$ cat src/bfd_pkg.sv
// ----------------------------------------------------------------------------
// bfd_pkg
// shared types and constants of the byte frame deframer
// ----------------------------------------------------------------------------
`default_nettype none

package bfd_pkg;

  localparam int unsigned DATA_W = 8;
  localparam int unsigned IDX_W  = 5;
  localparam int unsigned NUM_W  = 16;
  localparam int unsigned STAT_W = 2;
  localparam int unsigned REG_W  = 1;

  localparam logic [REG_W-1:0] REG_HEAD = 1'b0;
  localparam logic [REG_W-1:0] REG_TAIL = 1'b1;

  localparam logic [STAT_W-1:0] ST_OK       = 2'd0;
  localparam logic [STAT_W-1:0] ST_BAD_SUM  = 2'd1;
  localparam logic [STAT_W-1:0] ST_SHORT    = 2'd2;
  localparam logic [STAT_W-1:0] ST_OVERFLOW = 2'd3;

  typedef struct packed {
    logic frame_open;
    logic store;
    logic err_load;
    logic replay_start;
    logic rd_en;
    logic data_load;
    logic idx_next;
    logic good_inc;
  } dp_cmd_t;

  typedef struct packed {
    logic is_head;
    logic is_tail;
    logic frame_err;
    logic out_last;
    logic out_ok;
  } dp_stat_t;

endpackage

`default_nettype wire

$ cat src/bfd_datapath.sv
// ----------------------------------------------------------------------------
// bfd_datapath
// frame store, running checksum, replay pointer, result register and counters
// ----------------------------------------------------------------------------
`default_nettype none

module bfd_datapath #(
  parameter int unsigned FRAME_BYTES = 32
) (
  input  wire logic                         clk,
  input  wire logic                         rst_n,
  input  wire logic                         cfg_we,
  input  wire logic [bfd_pkg::REG_W-1:0]    cfg_index,
  input  wire logic [bfd_pkg::DATA_W-1:0]   cfg_wdata,
  input  wire logic [bfd_pkg::DATA_W-1:0]   rx_byte,
  input  wire bfd_pkg::dp_cmd_t             cmd,
  output bfd_pkg::dp_stat_t                 stat,
  output logic [bfd_pkg::DATA_W-1:0]        out_payload_byte,
  output logic [bfd_pkg::IDX_W-1:0]         out_byte_index,
  output logic [bfd_pkg::STAT_W-1:0]        out_frame_status,
  output logic [bfd_pkg::NUM_W-1:0]         out_frame_number,
  output logic                              out_last
);
  import bfd_pkg::*;

  localparam int unsigned ADDR_W = (FRAME_BYTES > 1) ? $clog2(FRAME_BYTES) : 1;
  localparam int unsigned CNT_W  = $clog2(FRAME_BYTES + 1);

  logic [DATA_W-1:0] mem [FRAME_BYTES];

  logic [DATA_W-1:0] head_r, tail_r;
  logic [CNT_W-1:0]  cnt_r;
  logic              ovf_r;
  logic [DATA_W-1:0] sum_r, lastb_r;
  logic [ADDR_W-1:0] rd_idx_r;
  logic [DATA_W-1:0] rd_data_r;
  logic [DATA_W-1:0] out_byte_r;
  logic [IDX_W-1:0]  out_idx_r;
  logic [STAT_W-1:0] out_status_r;
  logic              out_last_r;
  logic [NUM_W-1:0]  good_r;

  logic              full;
  logic              rd_last;
  logic [STAT_W-1:0] err_code;

  assign full    = (cnt_r == CNT_W'(FRAME_BYTES));
  assign rd_last = ((CNT_W'(rd_idx_r) + CNT_W'(2)) == cnt_r);

  always_comb begin
    if (ovf_r) begin
      err_code = ST_OVERFLOW;
    end else if (cnt_r < CNT_W'(2)) begin
      err_code = ST_SHORT;
    end else if ((sum_r - lastb_r) != lastb_r) begin
      err_code = ST_BAD_SUM;
    end else begin
      err_code = ST_OK;
    end
  end

  assign stat.is_head   = (rx_byte == head_r);
  assign stat.is_tail   = (rx_byte == tail_r);
  assign stat.frame_err = (err_code != ST_OK);
  assign stat.out_last  = out_last_r;
  assign stat.out_ok    = (out_status_r == ST_OK);

  // config registers
  always_ff @(posedge clk) begin
    if (!rst_n) begin
      head_r <= DATA_W'(170);
      tail_r <= DATA_W'(85);
    end else if (cfg_we) begin
      unique case (cfg_index)
        REG_HEAD: head_r <= cfg_wdata;
        REG_TAIL: tail_r <= cfg_wdata;
        default: ;
      endcase
    end
  end

  // frame state
  always_ff @(posedge clk) begin
    if (!rst_n) begin
      cnt_r  <= '0;
      ovf_r  <= 1'b0;
      good_r <= '0;
    end else begin
      if (cmd.frame_open) begin
        cnt_r <= '0;
        ovf_r <= 1'b0;
      end else if (cmd.store) begin
        if (full) begin
          ovf_r <= 1'b1;
        end else begin
          cnt_r <= cnt_r + CNT_W'(1);
        end
      end
      if (cmd.good_inc) begin
        good_r <= good_r + NUM_W'(1);
      end
    end
  end

  // running checksum
  always_ff @(posedge clk) begin
    if (cmd.frame_open) begin
      sum_r   <= '0;
      lastb_r <= '0;
    end else if (cmd.store && !full) begin
      sum_r   <= sum_r + rx_byte;
      lastb_r <= rx_byte;
    end
  end

  // frame store
  always_ff @(posedge clk) begin
    if (cmd.store && !full) begin
      mem[cnt_r[ADDR_W-1:0]] <= rx_byte;
    end
  end

  always_ff @(posedge clk) begin
    if (cmd.rd_en) begin
      rd_data_r <= mem[rd_idx_r];
    end
  end

  // replay pointer
  always_ff @(posedge clk) begin
    if (cmd.replay_start) begin
      rd_idx_r <= '0;
    end else if (cmd.idx_next) begin
      rd_idx_r <= rd_idx_r + ADDR_W'(1);
    end
  end

  // result register
  always_ff @(posedge clk) begin
    if (cmd.err_load) begin
      out_byte_r   <= '0;
      out_idx_r    <= '0;
      out_status_r <= err_code;
      out_last_r   <= 1'b1;
    end else if (cmd.data_load) begin
      out_byte_r   <= rd_data_r;
      out_idx_r    <= IDX_W'(rd_idx_r);
      out_status_r <= ST_OK;
      out_last_r   <= rd_last;
    end
  end

  assign out_payload_byte = out_byte_r;
  assign out_byte_index   = out_idx_r;
  assign out_frame_status = out_status_r;
  assign out_frame_number = good_r;
  assign out_last         = out_last_r;

endmodule

`default_nettype wire

$ cat src/bfd_ctrl.sv
// ----------------------------------------------------------------------------
// bfd_ctrl
// controller: head hunt, frame capture, replay and result handshake
// ----------------------------------------------------------------------------
`default_nettype none

module bfd_ctrl (
  input  wire logic              clk,
  input  wire logic              rst_n,
  input  wire logic              in_valid,
  output logic                   in_stall,
  output logic                   out_valid,
  input  wire logic              out_stall,
  input  wire bfd_pkg::dp_stat_t stat,
  output bfd_pkg::dp_cmd_t       cmd
);
  import bfd_pkg::*;

  typedef enum logic [4:0] {
    S_HUNT  = 5'b00001,
    S_FRAME = 5'b00010,
    S_READ  = 5'b00100,
    S_LOAD  = 5'b01000,
    S_SEND  = 5'b10000
  } state_t;

  state_t state_r, state_nxt;
  logic   in_xfer, out_xfer;

  assign in_stall  = !((state_r == S_HUNT) || (state_r == S_FRAME));
  assign out_valid = (state_r == S_SEND);
  assign in_xfer   = in_valid && !in_stall;
  assign out_xfer  = out_valid && !out_stall;

  always_comb begin
    state_nxt = state_r;
    cmd       = '0;
    unique case (state_r)
      S_HUNT: begin
        if (in_xfer && stat.is_head) begin
          cmd.frame_open = 1'b1;
          state_nxt      = S_FRAME;
        end
      end
      S_FRAME: begin
        if (in_xfer) begin
          if (!stat.is_tail) begin
            cmd.store = 1'b1;
          end else if (stat.frame_err) begin
            cmd.err_load = 1'b1;
            state_nxt    = S_SEND;
          end else begin
            cmd.replay_start = 1'b1;
            state_nxt        = S_READ;
          end
        end
      end
      S_READ: begin
        cmd.rd_en = 1'b1;
        state_nxt = S_LOAD;
      end
      S_LOAD: begin
        cmd.data_load = 1'b1;
        state_nxt     = S_SEND;
      end
      S_SEND: begin
        if (out_xfer) begin
          if (stat.out_last) begin
            cmd.good_inc = stat.out_ok;
            state_nxt    = S_HUNT;
          end else begin
            cmd.idx_next = 1'b1;
            state_nxt    = S_READ;
          end
        end
      end
      default: state_nxt = S_HUNT;
    endcase
  end

  always_ff @(posedge clk) begin
    if (!rst_n) begin
      state_r <= S_HUNT;
    end else begin
      state_r <= state_nxt;
    end
  end

endmodule

`default_nettype wire

$ cat src/byte_frame_deframer_sum_check.sv
// ----------------------------------------------------------------------------
// byte_frame_deframer_sum_check
// head/tail framed byte deframer with an 8-bit additive checksum
// ----------------------------------------------------------------------------
// Received bytes are taken one per cycle while the block hunts for the head
// byte or captures a frame. The tail byte closes the frame: the last stored
// byte must equal the modulo-256 sum of the bytes before it, which is tracked
// as the bytes arrive. A bad frame gives one error transfer, offered in the
// cycle after the tail. A good frame is replayed: a frame store read, result
// load and result transfer per payload byte, the transfer held by any output
// stall; input is stalled for the whole replay. No clearing pass after reset.
// ----------------------------------------------------------------------------
`default_nettype none

module byte_frame_deframer_sum_check #(
  parameter int unsigned FRAME_BYTES = 32
) (
  input  wire logic                          clk,
  input  wire logic                          rst_n,
  input  wire logic                          cfg_we,
  input  wire logic [bfd_pkg::REG_W-1:0]     cfg_index,
  input  wire logic [bfd_pkg::DATA_W-1:0]    cfg_wdata,
  input  wire logic                          in_valid,
  output logic                               in_stall,
  input  wire logic [bfd_pkg::DATA_W-1:0]    in_rx_byte,
  output logic                               out_valid,
  input  wire logic                          out_stall,
  output logic [bfd_pkg::DATA_W-1:0]         out_payload_byte,
  output logic [bfd_pkg::IDX_W-1:0]          out_byte_index,
  output logic [bfd_pkg::STAT_W-1:0]         out_frame_status,
  output logic [bfd_pkg::NUM_W-1:0]          out_frame_number,
  output logic                               out_last
);
  import bfd_pkg::*;

  dp_cmd_t  cmd;
  dp_stat_t stat;

  bfd_ctrl u_ctrl (
    .clk       (clk),
    .rst_n     (rst_n),
    .in_valid  (in_valid),
    .in_stall  (in_stall),
    .out_valid (out_valid),
    .out_stall (out_stall),
    .stat      (stat),
    .cmd       (cmd)
  );

  bfd_datapath #(
    .FRAME_BYTES (FRAME_BYTES)
  ) u_datapath (
    .clk              (clk),
    .rst_n            (rst_n),
    .cfg_we           (cfg_we),
    .cfg_index        (cfg_index),
    .cfg_wdata        (cfg_wdata),
    .rx_byte          (in_rx_byte),
    .cmd              (cmd),
    .stat             (stat),
    .out_payload_byte (out_payload_byte),
    .out_byte_index   (out_byte_index),
    .out_frame_status (out_frame_status),
    .out_frame_number (out_frame_number),
    .out_last         (out_last)
  );

endmodule

`default_nettype wire

$ cat config.mk
export PLATFORM = sky130hd
export DESIGN_NAME = byte_frame_deframer_sum_check
export DESIGN_NICKNAME = d
export VERILOG_FILES = /design/src/bfd_pkg.sv /design/src/bfd_datapath.sv /design/src/bfd_ctrl.sv /design/src/byte_frame_deframer_sum_check.sv
export SDC_FILE = /design/constraint.sdc
export NUM_CORES = 1
export LEC_CHECK = 0
export ABC_AREA = 0
export BUFFER_PORTS_ARGS = -buffer_cell sky130_fd_sc_hd__buf_2
export CAP_MARGIN = 20
export CORE_UTILIZATION = 42
export DETAILED_ROUTE_END_ITERATION = 16
export PLACE_DENSITY = 0.58
export SETUP_SLACK_MARGIN = 0.2
export SLEW_MARGIN = 30
export SYNTH_ARGS = -nofsm -noshare
export SYNTH_HDL_FRONTEND = slang
export SYNTH_SLANG_ARGS = --single-unit
$ cat constraint.sdc
create_clock -name clk -period 2.5 [get_ports clk]
set_input_delay 0.125 -clock clk [delete_from_list [all_inputs] [get_ports clk]]
set_output_delay 0.125 -clock clk [all_outputs]
set_load 0.02 [all_outputs]
==> flow_summary.json, run 1 <==
{
  "outcome": "finished clean",
  "cts_root_buf": "clkbuf_16",
  "clock_sinks": 344,
  "htreeDepth": 2,
  "gp_congestion": 0.831,
  "dp_slack_ns": 0.00996,
  "syn_nets": 1050,
  "pwr_density_cell_nw_per_um2": 686,
  "worst_pin_slew_ns": 0.652,
  "yosys_warnings": 0,
  "crit_arrival_ns": 2.55,
  "timing.fmax_mhz": 438,
  "async_flop_share": 0,
  "post-dp-hpwl_microns": 22900,
  "fp.dieW_microns": 188,
  "ys_top_cells_by_area": "edfxtp_1 55%, dfxtp_1 11%, mux4_2 8.0%",
  "grt_max_degree": 47,
  "grt_usage": 0.201,
  "synthCells": 1005,
  "die_h_microns": 188,
  "avgViaCountPerCell": 5.36,
  "use_met1": 0.277,
  "rsz0062_at_grt": "yes",
  "synth_area_leader_cell": "edfxtp_1",
  "routedWlPerCell_microns": 21.4,
  "path_clk_slew_ns": 0.06,
  "max-cap-violations": 0,
  "cts_tree": "yes",
  "slew_viol_final": 0,
  "slew_headroom": 0.563,
  "vias": 8775,
  "synth.avg_cell_area_sq_um": 14.5,
  "synth_edf_count": 266,
  "skew_ns": 0.0208,
  "synth.most_common_cell": "edfxtp_1",
  "drive_gt1_frac": 0.258,
  "yosys_most_used_dff": "edfxtp_1",
  "fin_ws_ns": 0.218,
  "gr-usage-met3": 0.0283,
  "fillCellCount": 2876,
  "setup_viol": 0,
  "crit_path_end_kind": "register",
  "drt_first_pass_iters": 6,
  "num_rows": 67,
  "min_path_type": "in -> reg",
  "portBuffers": 55,
  "cts.path.max_buffers": 3,
  "synth_seq_cells": 344,
  "drc": 0,
  "crit_fanout": 10,
  "syn_area_sq_um": 14600,
  "antenna_found_initial": 0,
  "initial_core_util": 0.431,
  "critPathLaunchType": "register",
  "cellLeakagePower_uw": 0.00599,
  "antennaDiodeCount": 0,
  "busiest_layer": "met2",
  "numCtsBuffers": 38,
  "period_minus_slack_ns": 2.28,
  "synthToLayoutAreaGrowth_pct": 20.6,
  "hold-worst-slack_ns": 0.0537,
  "tns_ns": 0,
  "synthTopCellsByCount": "266 x edfxtp_1, 91 x nor2_1, 78 x dfxtp_1",
  "clock_latency_ns": 0.53,
  "ir_drop_v": 0.000514,
  "grt.overflow.total": 0,
  "yosysTopAreaCellShare": 0.547,
  "drt_iter0_markers": 753,
  "antenna_left": 0,
  "top_level_ports": 56,
  "fin_util": 0.520,
  "grtUsageMet2": 0.329,
  "wirelength_microns": 35000,
  "hold_viol_final": 0,
  "ys_types": 58,
  "coreArea_sq_um": 33900,
  "timing.final.crit_share": 0.913,
  "crit_type": "reg -> reg",
  "grt_pass1_vias": 9009,
  "yosysSeqAreaShare": 0.654,
  "cp.required_ns": 2.76,
  "dieArea_sq_um": 35500,
  "final_nets": 1206,
  "grt_pass1_wl_microns": 53600
}
## worst max-delay path, stage by stage (launching register included)
cell and delay (ns):
dfxtp_4 0.40, buf_12 0.16, mux4_2 0.52, mux2i_1 0.28, nor2_1 0.13, a2111oi_0 0.44, a21oi_1 0.08
## what timing repair did
action | 4_1_cts | 5_1_grt
hold endpoints to repair | 18 | 0
setup endpoints to repair | 75 | 297
gates resized for setup | 20 | 41
buffers inserted | 2 | 1
pin swaps | 7 | 14
hold buffers | 19 | 0
## kinds of logic (layout without fill, tap and decap cells)
group / after synthesis / in the layout / share of synthesized area
DFF: 344 / 344 / 0.654
and+or+nand+nor: 264 / 264 / 0.0889
AOI/OAI and AO/OA: 127 / 127 / 0.0529
muxes: 115 / 115 / 0.124
buffers and inverters: 68 / 251 / 0.0212
xor gates and xnor gates: 64 / 64 / 0.0384
adders and majority gates: 23 / 23 / 0.0207
## placed cells by master, fill, tap and decap left out, types with 6 or more instances in the layout
master,count
mux2i_1,61
buf_6,7
buf_2,55
nor2_1,85
dlygate4sd3_1,19
nand2_1,67
clkbuf_1,14
dfxtp_1,69
nand3_1,24
ha_1,16
o22ai_1,8
xnor2_1,22
xor2_1,39
edfxtp_1,266
o221ai_1,6
a21oi_1,53
nor2_2,6
buf_4,79
mux4_2,52
inv_1,17
o21ai_0,22
clkbuf_16,39
o31a_1,6
nor3_1,20
and2_1,8
dfxtp_2,6
nand3b_1,7
## stage by stage
| stage | cell area [sq um] | std cells | total power [uW] |
|---|---|---|---|
| final | 17600 | 1636 | 12100 |
| after floorplan | 14600 | 1005 | 6560 |
| after detailed placement | 15900 | 1547 | 6760 |
| after CTS | 17400 | 1635 | 12100 |
| after global placement | 15900 | 1547 | 6750 |
| after global routing | 17600 | 1636 | 12400 |
## where the power goes
group	switching, uW	total (uW)	internal (uW)
Combinational	323	548	225
Clock	2170	5310	3140
Sequential	29.7	6210	6180
Total	2520	12100	9540
## state kept, by name (all words and copies together), names as in the netlist
signal	cells
u_datapath.out_frame_status	2
u_datapath.tail_r	8
u_datapath.head_r	8
u_datapath.out_frame_number	16
u_datapath.rd_idx_r	5
u_datapath.lastb_r	7
u_ctrl.state_r	5
u_datapath.cnt_r	6
u_datapath.out_byte_index	5
u_datapath.rd_data_r	8
u_datapath.out_payload_byte	8
u_datapath.sum_r	8
u_datapath.mem	256
u_datapath.out_last	1
u_datapath.ovf_r	1
## routing by layer
| layer | up-vias | wire length [microns] |
|---|---|---|
| met5 | - | 0 |
| li1 | 4127 | - |
| met4 | 0 | 914 |
| met3 | 53 | 1540 |
| met2 | 201 | 16800 |
| met1 | 4394 | 15700 |
## layout make-up
cell class | count | area [sq um] | area share
clock buffers | 58 | 1100 | 0.0624
repair buffers | 165 | 1240 | 0.0703
inverters | 19 | 73.8 | 0.00419
flip-flops and latches | 344 | 9570 | 0.544
multi-input cells | 593 | 4970 | 0.283
clock inverters | 9 | 86.3 | 0.00491
well taps | 448 | 561 | 0.0319
## final timing paths
path / from / depth (start not counted) / slack, ns / endpoint
setup / recovery: u_datapath.rd_idx_r[0] / 6 / 0.22 / u_datapath.rd_data_r[2]
hold / removal: rst_n / 3 / 0.05 / u_ctrl.state_r[0]
setup reg to reg: u_datapath.rd_idx_r[0] / 6 / 0.22 / u_datapath.rd_data_r[2]
hold reg to reg: u_datapath.head_r[2] / 2 / 0.47 / u_datapath.head_r[2]
No activity file was read; power rests on OpenSTA's default activity.
==> inputs of run 2 (changes only) <==
ABC_AREA = 1   (was 0)
==> run 2 against run 1 <==
  * Via count is 20% higher
  * Clock-buffer cell count shrank 11
  * Non-clock buffer count shrank 27
  * First-iteration DRC count increased by 12%
  * Synthesized cell count rose by 39%
  * Wire length up 11%
  * Die area grew 2.4%
  * Global-route usage grew 1.2 points
  * Sequential share of layout area rose by 0.19 points
  * Setup slack better by 0.042 ns
  * Critical endpoint is now u_datapath.out_payload_byte[7]
  * Largest power group unchanged
==> flow_summary.json, run 2 <==
{
  "outcome": "finished clean",
  "crit_fanout": 7,
  "synth.avg_cell_area_sq_um": 10.7,
  "cts_root_buf": "clkbuf_16",
  "setup_viol": 0,
  "crit_arrival_ns": 2.65,
  "critPathSlowestCell": "fa_2",
  "placed_area_sq_um": 16100,
  "drive_gt1_frac": 0.178,
  "vias": 10540,
  "grt_max_degree": 71,
  "fp.dieW_microns": 191,
  "yosysTopAreaCellShare": 0.534,
  "clock_latency_ns": 0.52,
  "crit_path_end_kind": "register",
  "slew_viol_final": 0,
  "antenna_left": 0,
  "hold_viol_final": 0,
  "min_path_type": "in -> reg",
  "crit_chain": "inv_2 > ha_4 > fa_2 > inv_1 > nand2_1 > nand2_2 > nand3b_1 > nand3_1 > nand2_1 > nand2_2 > nor2_4 > buf_4 > nand3_2 > nand3_4 > clkbuf_16 > o211ai_1 > inv_1",
  "largest_register_ffs": 256,
  "die_h_microns": 191,
  "wirelength_microns": 38700,
  "drt_first_pass_iters": 5,
  "crit_type": "reg -> reg",
  "syn_nets": 1439,
  "grt.overflow.total": 0,
  "layout_commonest_cell": "edfxtp_1",
  "syn_area_sq_um": 14900,
  "cellLeakagePower_uw": 0.00640,
  "critPathLaunchType": "register",
  "htreeDepth": 2,
  "synth_seq_cells": 344,
  "slew_headroom": 0.535,
  "synth.most_common_cell": "edfxtp_1",
  "timing.final.crit_share": 0.896,
  "pwr_density_cell_nw_per_um2": 741,
  "crit_path_end": "u_datapath.out_payload_byte[7]",
  "gp_congestion": 0.863,
  "crit_cells": 17,
  "ys_top_cells_by_area": "edfxtp_1 53%, dfxtp_1 10%, nor2_1 5.6%",
  "yosys_warnings": 0,
  "grt_pass1_wl_microns": 58600,
  "drc": 0,
  "path_buf_inv": 5,
  "placed_cells": 1909,
  "antenna_found_initial": 0,
  "dieArea_sq_um": 36300,
  "post-dp-hpwl_microns": 25400,
  "synthTopCellsByCount": "266 x edfxtp_1, 221 x nor2_1, 162 x nand2_1",
  "fin_util": 0.503,
  "r2r_cells": 17,
  "coreArea_sq_um": 34800,
  "skew_ns": 0.0174,
  "yosysSeqAreaShare": 0.639,
  "synthCells": 1394,
  "reg2reg_setup_slack_ns": 0.26,
  "path_clk_slew_ns": 0.06,
  "grt_pass1_vias": 10089,
  "worstReg2RegEnd": "u_datapath.out_payload_byte[7]",
  "cp_top_family": "simple AND/OR/NAND/NOR gates",
  "final_nets": 1551,
  "r2r-start": "u_datapath.sum_r[0]",
  "worst_pin_slew_ns": 0.696,
  "numCtsBuffers": 37,
  "yosys_most_used_dff": "edfxtp_1",
  "rsz0062_at_grt": "yes",
  "ir_drop_v": 0.000446,
  "routedWlPerCell_microns": 19.5,
  "cts.path.max_buffers": 3,
  "clock_sinks": 344,
  "num_rows": 68,
  "synth_area_leader_cell": "edfxtp_1",
  "top_level_ports": 56,
  "synth_edf_count": 266,
  "final_cell_mix": "266 x edfxtp_1, 217 x nor2_1, 155 x o21ai_0, 155 x nand2_1, 98 x inv_1",
  "period_minus_slack_ns": 2.24,
  "hold-worst-slack_ns": 0.0135,
  "antennaDiodeCount": 0,
  "synthToLayoutAreaGrowth_pct": 17.2,
  "initial_core_util": 0.429,
  "cp_slowest_stage_delay_ns": 0.35,
  "cp.required_ns": 2.91,
  "cts_tree": "yes",
  "grt_usage": 0.213,
  "portBuffers": 55,
  "avgViaCountPerCell": 5.32,
  "timing.fmax_mhz": 446,
  "fin_cells": 1983,
  "tns_ns": 0,
  "drt_iter0_markers": 843,
  "ys_types": 51,
  "cp-startpoint": "u_datapath.sum_r[0]",
  "finalInstanceArea_sq_um": 17500,
  "max-cap-violations": 0,
  "fillCellCount": 3107,
  "async_flop_share": 0
}
==> run 2: cell types whose count changed after synthesis, moves of 31 or more <==
cell / delta
inv_1: +81
nor2_1: +130
o21ai_0: +127
o22ai_1: +33
nand2_1: +94
xor2_1: -31
mux4_2: -52
mux2i_1: -61
==> run 2: repair_timing <==
item / CTS / global route
endpoints found under the hold margin: 15 / 0
setup buffers: 1 / 3
pin swaps: 2 / 10
cloned: 0 / 1
setup endpoints to repair: 10 / 208
hold buffers: 8 / 0
gates resized for setup: 6 / 19
==> run 2: tightest hold or removal path: stages <==
cell,delay (ns)
buf_2,0.19
nand2_1,0.10
a21oi_1,0.06
==> run 2: worst min path at each step <==
stage                  startpoint  slack, ns  cells after the start               endpoint
detailed placement   cfg_wdata[6]       0.35                      3   u_datapath.tail_r[6]
floorplan           in_rx_byte[0]       0.22                      0   u_datapath.mem[0][0]
finish              in_rx_byte[0]       0.01                      3  u_datapath.lastb_r[0]
CTS                 in_rx_byte[0]      0.004                      3  u_datapath.lastb_r[0]
global placement     cfg_wdata[0]       0.35                      3   u_datapath.tail_r[0]
global route        in_rx_byte[0]       0.02                      3  u_datapath.lastb_r[0]
==> run 2: through the flow <==
stage	total power [uW]	worst slack, ns
6_report	13000	0.260
5_1_grt	13500	0.143
3_5_place_dp	7770	0.129
3_3_place_gp	7750	0.207
2_1_floorplan	7370	0.257
4_1_cts	13000	0.196
==> run 2: power breakdown <==
group	switching (uW)	internal (uW)
clock	2160	3070
sequential	92.3	6260
combinational	856	545
==> run 2: cell type report <==
type | instances | area [sq um] | share of cell area
well taps | 455 | 569 | 0.0325
flip-flops and latches | 344 | 9560 | 0.546
repair buffers | 138 | 1040 | 0.0591
multi-input cells | 868 | 4760 | 0.272
inverters | 117 | 447 | 0.0255
clock buffers | 47 | 1020 | 0.0580
clock inverters | 14 | 128 | 0.00729
==> run 2: per-layer routing <==
layer | vias to the layer above | global-route usage | routed length, microns
met1 | 5139 | 0.288 | 17200
met4 | 0 | 0.0560 | 769
li1 | 5107 | - | -
met3 | 44 | 0.0243 | 1780
met5 | - | 0 | 0
met2 | 250 | 0.361 | 19000
==> run 2: kinds of logic after synthesis <==
logic type / count (synthesis) / share of synthesized area
flip-flops: 344 / 0.639
AND/OR/NAND/NOR: 510 / 0.153
AO/OA/AOI/OAI: 300 / 0.119
adder cells (fa/ha/maj): 23 / 0.0203
buffers and inverters: 182 / 0.0490
XOR/XNOR: 35 / 0.0205
